<file path="config.mk">
export PLATFORM = sky130hd
export DESIGN_NAME = jpeg_header_parser_huffman_lut
export DESIGN_NICKNAME = d
export VERILOG_FILES = /design/src/hdl/jhp_pkg.sv /design/src/hdl/jpeg_header_parser_huffman_lut.sv /design/src/hdl/jhp_ram.sv /design/src/hdl/jhp_dp.sv /design/src/hdl/jhp_ctrl.sv
export SDC_FILE = /design/constraint.sdc
export NUM_CORES = 2
export LEC_CHECK = 0
export BUFFER_PORTS_ARGS = -buffer_cell sky130_fd_sc_hd__buf_2
export CAP_MARGIN = 20
export CELL_PAD_IN_SITES_DETAIL_PLACEMENT = 0
export CELL_PAD_IN_SITES_GLOBAL_PLACEMENT = 1
export CORE_AREA = 2 2 554 501
export DETAILED_ROUTE_END_ITERATION = 12
export DIE_AREA = 0 0 556 503
export PLACE_DENSITY = 0.73
export SYNTH_ARGS = -nofsm -noshare
export SYNTH_HDL_FRONTEND = slang
export SYNTH_HIERARCHICAL = 1
export SYNTH_SLANG_ARGS = --single-unit
</file>
<file path="constraint.sdc">
create_clock -name clk -period 14.6 [get_ports clk]
set_input_delay 1.46 -clock clk [delete_from_list [all_inputs] [get_ports clk]]
set_output_delay 1.46 -clock clk [all_outputs]
set_load 0.01 [all_outputs]
</file>
<file path="src/hdl/jhp_pkg.sv">
// ----------------------------------------------------------------------------
// jhp_pkg
// Shared constants, status codes and controller/datapath interface types
// for the JPEG header parser with prefix lookup table.
// ----------------------------------------------------------------------------
package jhp_pkg;

	localparam int LOOKUP_BITS_DEF = 8;
	localparam int MAX_SYMBOLS_DEF = 256;

	localparam logic [2:0] ST_READY     = 3'd0;
	localparam logic [2:0] ST_NO_SOI    = 3'd1;
	localparam logic [2:0] ST_BAD_COUNT = 3'd2;
	localparam logic [2:0] ST_EOI       = 3'd3;
	localparam logic [2:0] ST_BAD_MARK  = 3'd4;
	localparam logic [2:0] ST_ZERO_SIZE = 3'd5;
	localparam logic [2:0] ST_TRUNC     = 3'd6;
	localparam logic [2:0] ST_ENTRY     = 3'd7;

	typedef enum logic [2:0] {
		SEG_HOLD,
		SEG_HI,
		SEG_LO_SUB2,
		SEG_DEC,
		SEG_SOF,
		SEG_SOS
	} seg_op_t;

	typedef struct packed {
		seg_op_t    seg_op;
		logic       ld_prec;
		logic       ld_h_hi;
		logic       ld_h_lo;
		logic       ld_w_hi;
		logic       ld_w_lo;
		logic       ld_nc;
		logic       dht_begin;
		logic       wr_count;
		logic       init_syms;
		logic       ld_sym;
		logic       adv_step;
		logic       fill_start;
		logic       fill_step;
		logic       sym_done;
		logic       ram_rd;
		logic       ld_out;
		logic       out_entry;
		logic [2:0] out_status;
	} cmd_t;

	typedef struct packed {
		logic out_busy;
		logic seg_zero;
		logic seg_dec_zero;
		logic seg_lo_zero;
		logic cnt_last;
		logic sum_bad;
		logic sum_zero;
		logic syms_dec_zero;
		logic adv_more;
		logic fill_ok;
		logic fill_last;
		logic dim_zero;
	} sts_t;

endpackage

</file>
<file path="src/hdl/jpeg_header_parser_huffman_lut.sv">
// ----------------------------------------------------------------------------
// jpeg_header_parser_huffman_lut
// Byte-serial JPEG marker parser with an 8-bit prefix Huffman lookup table.
// ----------------------------------------------------------------------------
// A stream byte's result is registered in the cycle after the byte is taken.
// A table read goes through the registered RAM port, then E_READ loads the
// result register. A DHT symbol byte is followed by code length steps (up to
// 16) and 2^(LOOKUP_BITS-len) writes through the table RAM's single write port.
// One item at a time; taken only when idle and the result register is empty.
// Reset: parser expects SOI, frame registers zero, table contents undefined.
module jpeg_header_parser_huffman_lut #(
	parameter int LOOKUP_BITS = jhp_pkg::LOOKUP_BITS_DEF,
	parameter int MAX_SYMBOLS = jhp_pkg::MAX_SYMBOLS_DEF
) (
	input  logic        clk,
	input  logic        arst_n,
	input  logic        in_valid,
	output logic        in_ready,
	input  logic        action,
	input  logic [7:0]  data_byte,
	input  logic        last_byte,
	output logic        out_valid,
	input  logic        out_ready,
	output logic [2:0]  status,
	output logic [15:0] frame_width,
	output logic [15:0] frame_height,
	output logic [7:0]  sample_precision,
	output logic [7:0]  component_count,
	output logic [3:0]  entry_code_length,
	output logic [7:0]  entry_symbol
);

	jhp_pkg::cmd_t cmd;
	jhp_pkg::sts_t sts;

	jhp_ctrl u_ctrl (
		.clk       (clk),
		.arst_n    (arst_n),
		.in_valid  (in_valid),
		.in_ready  (in_ready),
		.action    (action),
		.data_byte (data_byte),
		.last_byte (last_byte),
		.sts       (sts),
		.cmd       (cmd)
	);

	jhp_dp #(
		.LOOKUP_BITS (LOOKUP_BITS),
		.MAX_SYMBOLS (MAX_SYMBOLS)
	) u_dp (
		.clk               (clk),
		.arst_n            (arst_n),
		.cmd               (cmd),
		.sts               (sts),
		.data_byte         (data_byte),
		.out_ready         (out_ready),
		.out_valid         (out_valid),
		.status            (status),
		.frame_width       (frame_width),
		.frame_height      (frame_height),
		.sample_precision  (sample_precision),
		.component_count   (component_count),
		.entry_code_length (entry_code_length),
		.entry_symbol      (entry_symbol)
	);

	a_ready_no_result: assert property (@(posedge clk) disable iff (!arst_n)
		in_ready |-> !out_valid)
		else $error("input taken while a result is pending");

	a_fill_busy: assert property (@(posedge clk) disable iff (!arst_n)
		cmd.fill_step |-> !in_ready)
		else $error("table fill while accepting items");

	a_entry_zero: assert property (@(posedge clk) disable iff (!arst_n)
		(out_valid && status != jhp_pkg::ST_ENTRY) |->
		(entry_code_length == 4'd0 && entry_symbol == 8'd0))
		else $error("entry fields set in a parse result");

endmodule

</file>
<file path="src/hdl/jhp_ram.sv">
// ----------------------------------------------------------------------------
// jhp_ram
// Generic single-write, single-read RAM with registered read data.
// ----------------------------------------------------------------------------
module jhp_ram #(
	parameter int WIDTH = 12,
	parameter int DEPTH = 256
) (
	input  logic                     clk,
	input  logic                     we,
	input  logic [$clog2(DEPTH)-1:0] waddr,
	input  logic [WIDTH-1:0]         wdata,
	input  logic                     re,
	input  logic [$clog2(DEPTH)-1:0] raddr,
	output logic [WIDTH-1:0]         rdata
);

	logic [WIDTH-1:0] mem_q [DEPTH];

	always_ff @(posedge clk) begin
		if (we) begin
			mem_q[waddr] <= wdata;
		end
		if (re) begin
			rdata <= mem_q[raddr];
		end
	end

endmodule

</file>
<file path="src/hdl/jhp_dp.sv">
// ----------------------------------------------------------------------------
// jhp_dp
// Parser datapath: segment counter, frame registers, DHT code builder,
// lookup table fill and the result register.
// ----------------------------------------------------------------------------
module jhp_dp #(
	parameter int LOOKUP_BITS = jhp_pkg::LOOKUP_BITS_DEF,
	parameter int MAX_SYMBOLS = jhp_pkg::MAX_SYMBOLS_DEF
) (
	input  logic          clk,
	input  logic          arst_n,
	input  jhp_pkg::cmd_t cmd,
	output jhp_pkg::sts_t sts,
	input  logic [7:0]    data_byte,
	input  logic          out_ready,
	output logic          out_valid,
	output logic [2:0]    status,
	output logic [15:0]   frame_width,
	output logic [15:0]   frame_height,
	output logic [7:0]    sample_precision,
	output logic [7:0]    component_count,
	output logic [3:0]    entry_code_length,
	output logic [7:0]    entry_symbol
);

	localparam int SW = $clog2(MAX_SYMBOLS + 1);
	localparam int LB = LOOKUP_BITS;

	logic [15:0]   seg_q, seg_d, lo_val, lo_sub;
	logic [15:0]   w_q, w_d, h_q, h_d;
	logic [7:0]    p_q, p_d, c_q, c_d;
	logic [7:0]    cnt_q [16];
	logic [3:0]    cnt_idx_q;
	logic [11:0]   acc_q, acc_nx;
	logic          ac_q;
	logic [SW-1:0] syms_q;
	logic [15:0]   code_q;
	logic [4:0]    len_q;
	logic [7:0]    group_q;
	logic [7:0]    sym_q;
	logic [LB-1:0] fill_i_q, mask, base;
	logic [4:0]    sh;
	logic [11:0]   rdata;

	assign lo_val = {seg_q[15:8], data_byte};
	assign lo_sub = (lo_val >= 16'd2) ? lo_val - 16'd2 : 16'd0;
	assign acc_nx = acc_q + {4'd0, data_byte};

	always_comb begin
		case (cmd.seg_op)
			jhp_pkg::SEG_HI:      seg_d = {data_byte, 8'd0};
			jhp_pkg::SEG_LO_SUB2: seg_d = lo_sub;
			jhp_pkg::SEG_DEC:     seg_d = (seg_q != 16'd0) ? seg_q - 16'd1 : 16'd0;
			jhp_pkg::SEG_SOF:     seg_d = {8'd0, data_byte} * 16'd3;
			jhp_pkg::SEG_SOS:     seg_d = {7'd0, data_byte, 1'b0} + 16'd3;
			default:              seg_d = seg_q;
		endcase
	end

	// next values of the frame registers; a result shows them after this item
	always_comb begin
		w_d = w_q;
		h_d = h_q;
		p_d = p_q;
		c_d = c_q;
		if (cmd.ld_prec) p_d = data_byte;
		if (cmd.ld_h_hi) h_d = {data_byte, 8'd0};
		if (cmd.ld_h_lo) h_d = {h_q[15:8], data_byte};
		if (cmd.ld_w_hi) w_d = {data_byte, 8'd0};
		if (cmd.ld_w_lo) w_d = {w_q[15:8], data_byte};
		if (cmd.ld_nc)   c_d = data_byte;
	end

	assign sh   = 5'(LB) - len_q;
	assign mask = {LB{1'b1}} >> len_q;
	assign base = code_q[LB-1:0] << sh;

	assign sts.out_busy      = out_valid;
	assign sts.seg_zero      = (seg_q == 16'd0);
	assign sts.seg_dec_zero  = (seg_q <= 16'd1);
	assign sts.seg_lo_zero   = (lo_sub == 16'd0);
	assign sts.cnt_last      = (cnt_idx_q == 4'd15);
	assign sts.sum_bad       = (acc_nx > 12'(MAX_SYMBOLS));
	assign sts.sum_zero      = (acc_nx == 12'd0);
	assign sts.syms_dec_zero = (syms_q <= SW'(1));
	assign sts.adv_more      = (group_q == 8'd0) && (len_q < 5'd16);
	assign sts.fill_ok       = !ac_q && (len_q >= 5'd1) && (len_q <= 5'(LB))
		&& ((code_q >> len_q) == 16'd0);
	assign sts.fill_last     = (fill_i_q == mask);
	assign sts.dim_zero      = (w_q == 16'd0) || (h_q == 16'd0);

	always_ff @(posedge clk or negedge arst_n) begin
		if (!arst_n) begin
			seg_q     <= '0;
			w_q       <= '0;
			h_q       <= '0;
			p_q       <= '0;
			c_q       <= '0;
			syms_q    <= '0;
			code_q    <= '0;
			len_q     <= '0;
			group_q   <= '0;
			ac_q      <= 1'b0;
			cnt_idx_q <= '0;
			acc_q     <= '0;
			out_valid <= 1'b0;
		end else begin
			seg_q <= seg_d;
			w_q   <= w_d;
			h_q   <= h_d;
			p_q   <= p_d;
			c_q   <= c_d;
			if (cmd.dht_begin) begin
				ac_q      <= data_byte[4];
				cnt_idx_q <= '0;
				acc_q     <= '0;
			end
			if (cmd.wr_count) begin
				cnt_idx_q <= cnt_idx_q + 4'd1;
				acc_q     <= acc_nx;
			end
			if (cmd.init_syms) begin
				syms_q  <= SW'(acc_nx);
				code_q  <= '0;
				len_q   <= '0;
				group_q <= '0;
			end
			if (cmd.adv_step) begin
				len_q   <= len_q + 5'd1;
				code_q  <= {code_q[14:0], 1'b0};
				group_q <= cnt_q[len_q[3:0]];
			end
			if (cmd.sym_done) begin
				code_q <= code_q + 16'd1;
				if (group_q != 8'd0) group_q <= group_q - 8'd1;
				if (syms_q != '0) syms_q <= syms_q - SW'(1);
			end
			if (cmd.ld_out) begin
				out_valid <= 1'b1;
			end else if (out_ready) begin
				out_valid <= 1'b0;
			end
		end
	end

	always_ff @(posedge clk) begin
		if (cmd.wr_count) cnt_q[cnt_idx_q] <= data_byte;
		if (cmd.ld_sym) sym_q <= data_byte;
		if (cmd.fill_start) fill_i_q <= '0;
		else if (cmd.fill_step) fill_i_q <= fill_i_q + LB'(1);
		if (cmd.ld_out) begin
			status            <= cmd.out_status;
			frame_width       <= w_d;
			frame_height      <= h_d;
			sample_precision  <= p_d;
			component_count   <= c_d;
			entry_code_length <= cmd.out_entry ? rdata[11:8] : 4'd0;
			entry_symbol      <= cmd.out_entry ? rdata[7:0] : 8'd0;
		end
	end

	jhp_ram #(
		.WIDTH (12),
		.DEPTH (2 ** LB)
	) u_table (
		.clk   (clk),
		.we    (cmd.fill_step),
		.waddr (base | fill_i_q),
		.wdata ({len_q[3:0], sym_q}),
		.re    (cmd.ram_rd),
		.raddr (LB'(data_byte)),
		.rdata (rdata)
	);

endmodule

</file>
<file path="src/hdl/jhp_ctrl.sv">
// ----------------------------------------------------------------------------
// jhp_ctrl
// Parser controller: marker hunt and segment phases, plus the per-item
// sequencer for code length steps, table fill and table reads.
// ----------------------------------------------------------------------------
module jhp_ctrl (
	input  logic          clk,
	input  logic          arst_n,
	input  logic          in_valid,
	output logic          in_ready,
	input  logic          action,
	input  logic [7:0]    data_byte,
	input  logic          last_byte,
	input  jhp_pkg::sts_t sts,
	output jhp_pkg::cmd_t cmd
);

	typedef enum logic [4:0] {
		P_SOI0, P_SOI1_OK, P_SOI1_BAD, P_HUNT, P_FF,
		P_SKIP_HI, P_SKIP_LO, P_SKIP,
		P_SOF_LEN_HI, P_SOF_LEN_LO, P_SOF_PREC, P_SOF_H_HI, P_SOF_H_LO,
		P_SOF_W_HI, P_SOF_W_LO, P_SOF_NC, P_SOF_COMP,
		P_DHT_HI, P_DHT_LO, P_DHT_INDEX, P_DHT_COUNTS, P_DHT_SYMS,
		P_SOS_HI, P_SOS_LO, P_SOS_N, P_SOS_REST, P_DONE
	} phase_t;

	typedef enum logic [1:0] {E_IDLE, E_ADV, E_FILL, E_READ} exec_t;

	phase_t phase_q, phase_d;
	exec_t  exec_q, exec_d;
	logic   pass_q, pass_d;
	logic   last_q, last_d;
	logic   fire, emit, defer, sym_end;
	logic [2:0] st;

	assign in_ready = (exec_q == E_IDLE) && !sts.out_busy;
	assign fire     = in_valid && in_ready;

	always_comb begin
		cmd     = '0;
		cmd.seg_op = jhp_pkg::SEG_HOLD;
		phase_d = phase_q;
		exec_d  = exec_q;
		pass_d  = pass_q;
		last_d  = last_q;
		emit    = 1'b0;
		defer   = 1'b0;
		sym_end = 1'b0;
		st      = jhp_pkg::ST_READY;
		case (exec_q)
			E_IDLE: begin
				if (fire && action) begin
					cmd.ram_rd = 1'b1;
					exec_d     = E_READ;
				end else if (fire && phase_q == P_DONE) begin
					if (last_byte) phase_d = P_SOI0;
				end else if (fire) begin
					case (phase_q)
						P_SOI0: phase_d = (data_byte == 8'hFF) ? P_SOI1_OK : P_SOI1_BAD;
						P_SOI1_OK: begin
							if (data_byte != 8'hD8) begin
								emit = 1'b1;
								st   = jhp_pkg::ST_NO_SOI;
							end else begin
								pass_d  = 1'b0;
								phase_d = P_HUNT;
							end
						end
						P_SOI1_BAD: begin
							emit = 1'b1;
							st   = jhp_pkg::ST_NO_SOI;
						end
						P_HUNT: if (data_byte == 8'hFF) phase_d = P_FF;
						P_FF: begin
							if (data_byte == 8'h00) begin
								phase_d = P_HUNT;
							end else if (data_byte != 8'hFF) begin
								if ((data_byte inside {[8'hC0:8'hCF]} && data_byte != 8'hC4
									&& data_byte != 8'hCC)
									|| data_byte inside {8'hD8, 8'hD9, 8'hDA}) begin
									// frame-level marker
									if (!pass_q) begin
										if (data_byte inside {8'hC0, 8'hC1, 8'hC3}) begin
											phase_d = P_SOF_LEN_HI;
										end else begin
											pass_d  = 1'b1;
											phase_d = P_HUNT;
										end
									end else if (data_byte == 8'hDA) begin
										phase_d = P_SOS_HI;
									end else begin
										emit = 1'b1;
										st   = (data_byte == 8'hD9) ? jhp_pkg::ST_EOI
											: jhp_pkg::ST_BAD_MARK;
									end
								end else if (data_byte == 8'hC4) begin
									phase_d = P_DHT_HI;
								end else if (data_byte inside {8'hDB, [8'hD0:8'hD7], 8'h01}) begin
									phase_d = P_HUNT;
								end else begin
									phase_d = P_SKIP_HI;
								end
							end
						end
						P_SKIP_HI: begin
							cmd.seg_op = jhp_pkg::SEG_HI;
							phase_d    = P_SKIP_LO;
						end
						P_SKIP_LO: begin
							cmd.seg_op = jhp_pkg::SEG_LO_SUB2;
							phase_d    = sts.seg_lo_zero ? P_HUNT : P_SKIP;
						end
						P_SKIP, P_SOF_COMP: begin
							cmd.seg_op = jhp_pkg::SEG_DEC;
							if (sts.seg_dec_zero) phase_d = P_HUNT;
						end
						P_SOF_LEN_HI: phase_d = P_SOF_LEN_LO;
						P_SOF_LEN_LO: phase_d = P_SOF_PREC;
						P_SOF_PREC: begin
							cmd.ld_prec = 1'b1;
							phase_d     = P_SOF_H_HI;
						end
						P_SOF_H_HI: begin
							cmd.ld_h_hi = 1'b1;
							phase_d     = P_SOF_H_LO;
						end
						P_SOF_H_LO: begin
							cmd.ld_h_lo = 1'b1;
							phase_d     = P_SOF_W_HI;
						end
						P_SOF_W_HI: begin
							cmd.ld_w_hi = 1'b1;
							phase_d     = P_SOF_W_LO;
						end
						P_SOF_W_LO: begin
							cmd.ld_w_lo = 1'b1;
							phase_d     = P_SOF_NC;
						end
						P_SOF_NC: begin
							cmd.ld_nc  = 1'b1;
							cmd.seg_op = jhp_pkg::SEG_SOF;
							pass_d     = 1'b1;
							phase_d    = (data_byte == 8'd0) ? P_HUNT : P_SOF_COMP;
						end
						P_DHT_HI: begin
							cmd.seg_op = jhp_pkg::SEG_HI;
							phase_d    = P_DHT_LO;
						end
						P_DHT_LO: begin
							cmd.seg_op = jhp_pkg::SEG_LO_SUB2;
							phase_d    = sts.seg_lo_zero ? P_HUNT : P_DHT_INDEX;
						end
						P_DHT_INDEX: begin
							cmd.seg_op    = jhp_pkg::SEG_DEC;
							cmd.dht_begin = 1'b1;
							phase_d       = P_DHT_COUNTS;
						end
						P_DHT_COUNTS: begin
							cmd.seg_op   = jhp_pkg::SEG_DEC;
							cmd.wr_count = 1'b1;
							if (sts.cnt_last) begin
								if (sts.sum_bad) begin
									emit = 1'b1;
									st   = jhp_pkg::ST_BAD_COUNT;
								end else begin
									cmd.init_syms = 1'b1;
									if (sts.sum_zero) begin
										phase_d = sts.seg_dec_zero ? P_HUNT : P_DHT_INDEX;
									end else begin
										phase_d = P_DHT_SYMS;
									end
								end
							end
						end
						P_DHT_SYMS: begin
							cmd.seg_op = jhp_pkg::SEG_DEC;
							cmd.ld_sym = 1'b1;
							last_d     = last_byte;
							exec_d     = E_ADV;
							defer      = 1'b1;
						end
						P_SOS_HI: phase_d = P_SOS_LO;
						P_SOS_LO: phase_d = P_SOS_N;
						P_SOS_N: begin
							cmd.seg_op = jhp_pkg::SEG_SOS;
							phase_d    = P_SOS_REST;
						end
						P_SOS_REST: begin
							cmd.seg_op = jhp_pkg::SEG_DEC;
							if (sts.seg_dec_zero) begin
								emit = 1'b1;
								st   = sts.dim_zero ? jhp_pkg::ST_ZERO_SIZE : jhp_pkg::ST_READY;
							end
						end
						default: phase_d = P_SOI0;
					endcase
					if (emit) begin
						cmd.ld_out     = 1'b1;
						cmd.out_status = st;
						phase_d        = last_byte ? P_SOI0 : P_DONE;
					end else if (!defer && last_byte) begin
						cmd.ld_out     = 1'b1;
						cmd.out_status = jhp_pkg::ST_TRUNC;
						phase_d        = P_SOI0;
					end
				end
			end
			E_ADV: begin
				// walk to the next nonempty code length, one length per cycle
				if (sts.adv_more) begin
					cmd.adv_step = 1'b1;
				end else if (sts.fill_ok) begin
					cmd.fill_start = 1'b1;
					exec_d         = E_FILL;
				end else begin
					sym_end = 1'b1;
				end
			end
			E_FILL: begin
				cmd.fill_step = 1'b1;
				if (sts.fill_last) sym_end = 1'b1;
			end
			E_READ: begin
				cmd.ld_out     = 1'b1;
				cmd.out_entry  = 1'b1;
				cmd.out_status = jhp_pkg::ST_ENTRY;
				exec_d         = E_IDLE;
			end
			default: exec_d = E_IDLE;
		endcase
		if (sym_end) begin
			cmd.sym_done = 1'b1;
			exec_d       = E_IDLE;
			if (sts.syms_dec_zero) phase_d = sts.seg_zero ? P_HUNT : P_DHT_INDEX;
			if (last_q) begin
				cmd.ld_out     = 1'b1;
				cmd.out_status = jhp_pkg::ST_TRUNC;
				phase_d        = P_SOI0;
			end
		end
	end

	always_ff @(posedge clk or negedge arst_n) begin
		if (!arst_n) begin
			phase_q <= P_SOI0;
			exec_q  <= E_IDLE;
			pass_q  <= 1'b0;
			last_q  <= 1'b0;
		end else begin
			phase_q <= phase_d;
			exec_q  <= exec_d;
			pass_q  <= pass_d;
			last_q  <= last_d;
		end
	end

endmodule
</file>
==> results.md <==
Synthesis:
- The simple logic cell fraction of the synthesized area is approximately 3.7%.
- After Yosys synthesis, XOR and XNOR cells account for less than 1% of the synthesized area.
- The share of Yosys cell area claimed by the top area cell type is slightly above 70%.
- A synthesized cell averages slightly below 20 um^2.
- The net count of the mapped netlist is ~7100.
- The cell area that synthesis handed to floorplanning was ~140000 um^2.
- In the synthesized netlist, mux cells make up between 10% and 20% of the area.
- The synthesized instance count is around 7000.
- Counting flops with an async set or reset pin after synthesis yields a share of 3.77%.
- The prevailing post-synth register cell is sky130_fd_sc_hd__edfxtp_1.
- The synthesis-stage register bit count is about 3400.
- The number of distinct library cells after synthesis is between 100 and 150.
- Summing the areas of all compound-gate instances in the mapped netlist gives 5.16% of the synthesized area.
- The most area-hungry cell type in the Yosys netlist is sky130_fd_sc_hd__edfxtp_1.
- By area, the combinational part of the netlist is dominated by multiplexers.
- After Yosys synthesis, full adders, half adders and majority gates account for 0.461% of the synthesized area.
- In the post-synthesis netlist, the biggest area contributors are sky130_fd_sc_hd__edfxtp_1 (72%), sky130_fd_sc_hd__mux4_2 (11%), sky130_fd_sc_hd__dfrtp_1 (2.4%).
- The number of flops mapped to enable cells by yosys is about 3300.
- The total of warnings raised by yosys is 6.
- The share of the Yosys chip area taken by registers is roughly 75%.

Timing:
- The setup clock skew after layout is roughly 0.079 ns.
- The final count of pins violating max slew is 0.
- Headroom to the max-slew limit came out at a little under a fifth.
- In the post-route analysis, the smallest setup slack over all paths is 8.40 ns.
- The final period demand of the worst path is around 6.2 ns.
- The fraction of the cycle the final worst path needs is between 40% and 50%.
- Summed over all failing endpoints, the final setup total negative slack is 0 ns.
- The slew at the pin closest to its max-slew limit is roughly 1.2 ns.
- The hold violation total from the final report is 0.
- Setup repair after global routing left no endpoint under its margin.
- The count of endpoints failing setup in the final report is 0.
- The highest achievable clock rate is approximately 0.16 GHz.

Clock tree:
- The count of H-tree levels built during CTS is 5.
- After clock tree synthesis, the clock-pin slew on the worst setup and hold paths is about 0.06 ns.
- The number of setup buffers added after CTS is 0.
- After clock tree synthesis, the repair step resized 0 gates.
- The clock drives roughly 3400 sinks.
- Counting along the longest clock path gives a buffer depth of 4.
- Buffers inserted during clock tree synthesis total approximately 350.
- The root buffer cell is sky130_fd_sc_hd__clkbuf_16.
- The insertion delay of the later-clocked pin in the worst-skew pair is 0.91 ns.
- The number of hold buffers added after cts is 0.
- The CTS tree is done.

Floorplan:
- The die area is about 280000 um^2.
- The initial cell density of the core is between 40 and 50%.
- The die is around 560 um wide.
- From bottom edge to top edge, the die measures 503 um.
- The number of primary I/O pins is just under 80.
- The floorplan step defined a core boundary enclosing roughly 270000 um^2.
- The number of rows created at floorplan is between 150 and 200.

Drt:
- In this run the remaining antenna-violating nets after routing total 0.
- The overall routed net length is ~350000 um.
- The DRC violation count after routing is 0.
- Dividing the detail-routed wire length by the instance count gives roughly 31 um.
- The post-detailed-route via-to-cell ratio is between 6 and 7.
- For this run, the detailed router's first-pass iteration total came to 9.
- Detailed routing inserted a total of between 70000 and 80000 vias.
- The first-iteration detailed-routing DRC count is 10200.

Global route:
- Global routing used approximately a quarter of the available tracks across all layers.
- The initial antenna violation count came to 20.
- After global routing the overflow that remains totals 0.
- The via count of the first global-routing pass came to 69900.
- The largest net degree at the start of global routing is around 210.
- The wire length of the first global-routing pass is ~500000 um.

Final layout:
- The sequential cell area is around 100000 um^2.
- Fill cells in the final layout number 20400.
- Leaving out fill and tap cells, the most frequent cell in the layout is sky130_fd_sc_hd__edfxtp_1.
- Of the cells placed in the final design, the portion with a size suffix greater than 1 is a little under a quarter.
- The core occupancy in the finished layout is 55.8%.
- The library cells used most frequently in the layout, excluding fill and tap cells, are sky130_fd_sc_hd__edfxtp_1 (3283), sky130_fd_sc_hd__mux4_2 (677), sky130_fd_sc_hd__clkbuf_16 (350).
- In the final design database the tool counted between 7000 and 8000 nets.
- The area growth from synthesis to layout is 12.3%.
- The multi-input gate area in the final layout is 31900 um^2.
- Once layout is complete, the cells apart from fillers number roughly 11000.

Run:
- Max-cap violations in this run came to 0.

Placement:
- The weighted congestion reported at the end of routability-driven placement is 0.868.
- Port buffering added 78 buffers.
- In this run, placement finished with an instance count of about 11000.
- Detailed placement finished with a half-perimeter wire length of 213000 um.
- At the placement stage, the worst setup path has a slack of ~7.6 ns.

Outcome:
- The flow ran to the end, and the final reports show no timing, DRC or antenna violations.

Worst setup path:
- The highest fanout seen on the critical path is between 90 and 100.
- STA classifies the critical path startpoint as a flop.
- Counting both buffers and inverters, the worst setup path holds a total of 2.
- The slowest cell on the critical path is sky130_fd_sc_hd__dfrtp_4.
- At the worst endpoint, the arrival time is approximately 6.7 ns.
- The top cell family by delay on the critical path is simple AND/OR/NAND/NOR gates.
- The largest single stage delay on the critical path is 1.03 ns.
- STA classifies the critical path endpoint as a flop.
- The worst register-to-register path has a setup slack of roughly 8.4 ns.
- The signal on the critical path passes through buf_4, nor2_1, xnor2_1, a31oi_1, nor2_1, a21o_1, nor2b_1, nand3_1, buf_4, nor2_2.
- The setup path with the least slack is of type reg2reg.
- The worst path required time is between 15 and 20 ns.

Power:
- The areal power density over the cells is ~140 nW/um^2.
- Across the VDD grid, the largest voltage drop is 101 uV.
- For this design the static power due to leakage is 50.3 nW.

Hold path:
- In this run the worst hold path is classified as reg2reg.
state kept, by name (all words and copies together) (netlist names), 9 cells and up:
name	flops
u_dp/syms_q	9
u_dp/frame_width	16
u_dp/frame_height	16
u_dp/u_table/mem_q	3072
u_dp/h_q	16
u_dp/u_table/rdata	12
u_dp/acc_q	12
u_dp/seg_q	16
u_dp/w_q	16
u_dp/code_q	16
u_dp/cnt_q	128
layer usage:
metal	vias up	global-route usage, %	share of wire (%)
met1	38100	37.3	41
li1	29800	-	-
met4	2	8.00	3.4
met2	3777	38.1	46
met3	546	4.66	9.9
met5	-	0	0.0042
area by class of cell:
| cell class | count | area share [%] |
|---|---|---|
| Sequential cell | 3420 | 66.6 |
| Multi-Input combinational cell | 3126 | 20.8 |
| Clock buffer | 421 | 5.92 |
| Tap cell | 3607 | 2.95 |
| Timing Repair Buffer | 449 | 2.27 |
| Clock inverter | 203 | 1.30 |
| Inverter | 47 | 0.115 |
| Antenna cell | 11 | 0.0180 |
through the flow:
| stage | power [W] | area, um^2 | hold slack, ns |
|---|---|---|---|
| 3_5_place_dp | 0.0137 | 142000 | 0.483 |
| 3_3_place_gp | 0.0136 | 141000 | 0.469 |
| 6_report | 0.0222 | 153000 | 0.488 |
| 2_1_floorplan | 0.0129 | 136000 | 0.454 |
| 5_1_grt | 0.0229 | 153000 | 0.516 |
| 4_1_cts | 0.0223 | 153000 | 0.494 |
report_power, final:
part | total (W) | switching, W | internal, W | leakage [nW]
Sequential | 0.0113 | 0.000254 | 0.0111 | 32.6
Clock | 0.00871 | 0.00369 | 0.00502 | 5.39
Combinational | 0.00217 | 0.00144 | 0.000729 | 12.3
Total | 0.0222 | 0.00538 | 0.0168 | 50.3
Yosys cell counts (55+ instances only):
cell / n
sky130_fd_sc_hd__a21oi_1: 203
sky130_fd_sc_hd__a22oi_1: 225
sky130_fd_sc_hd__buf_2: 84
sky130_fd_sc_hd__clkbuf_1: 217
sky130_fd_sc_hd__dfrtp_1: 129
sky130_fd_sc_hd__edfxtp_1: 3283
sky130_fd_sc_hd__mux2i_1: 240
sky130_fd_sc_hd__mux4_2: 677
sky130_fd_sc_hd__nand2_1: 167
sky130_fd_sc_hd__nand3_1: 66
sky130_fd_sc_hd__nor2_1: 405
sky130_fd_sc_hd__nor2b_1: 55
sky130_fd_sc_hd__nor3_1: 75
sky130_fd_sc_hd__o21ai_0: 110
sky130_fd_sc_hd__o221ai_1: 61
sky130_fd_sc_hd__o22ai_1: 106
kinds of logic after synthesis:
logic type      count (synthesis)
flops                        3420
simple gates                 1022
compound gates               1014
mux                           977
buf+inv                       481
xor+xnor                       64
fa+ha+maj                      49
path summary, 6_finish.rpt:
check / depth (start not counted) / start / endpoint
setup reg to reg: 10 / u_dp/len_q[0] / u_dp/u_table/mem_q[101][2]
setup / recovery: 10 / u_dp/len_q[0] / u_dp/u_table/mem_q[101][2]
hold reg to reg: 2 / u_dp/acc_q[6] / u_dp/acc_q[6]
min in group asynchronous: 1 / arst_n / u_dp/group_q[6]
hold / removal: 2 / u_dp/acc_q[6] / u_dp/acc_q[6]
max in group asynchronous: 2 / arst_n / u_ctrl/phase_q[3]
worst register-to-register path, cell delays in order (launching register included):
cell and delay [ns]:
sky130_fd_sc_hd__dfrtp_4 1.03, sky130_fd_sc_hd__buf_4 0.82, sky130_fd_sc_hd__nor2_1 0.18, sky130_fd_sc_hd__xnor2_1 0.17, sky130_fd_sc_hd__a31oi_1 0.32, sky130_fd_sc_hd__nor2_1 0.13, sky130_fd_sc_hd__a21o_1 0.37, sky130_fd_sc_hd__nor2b_1 0.55
sky130_fd_sc_hd__nand3_1 0.90, sky130_fd_sc_hd__buf_4 0.54, sky130_fd_sc_hd__nor2_2 0.83
Note: power is estimated with default switching activity, not from simulation.
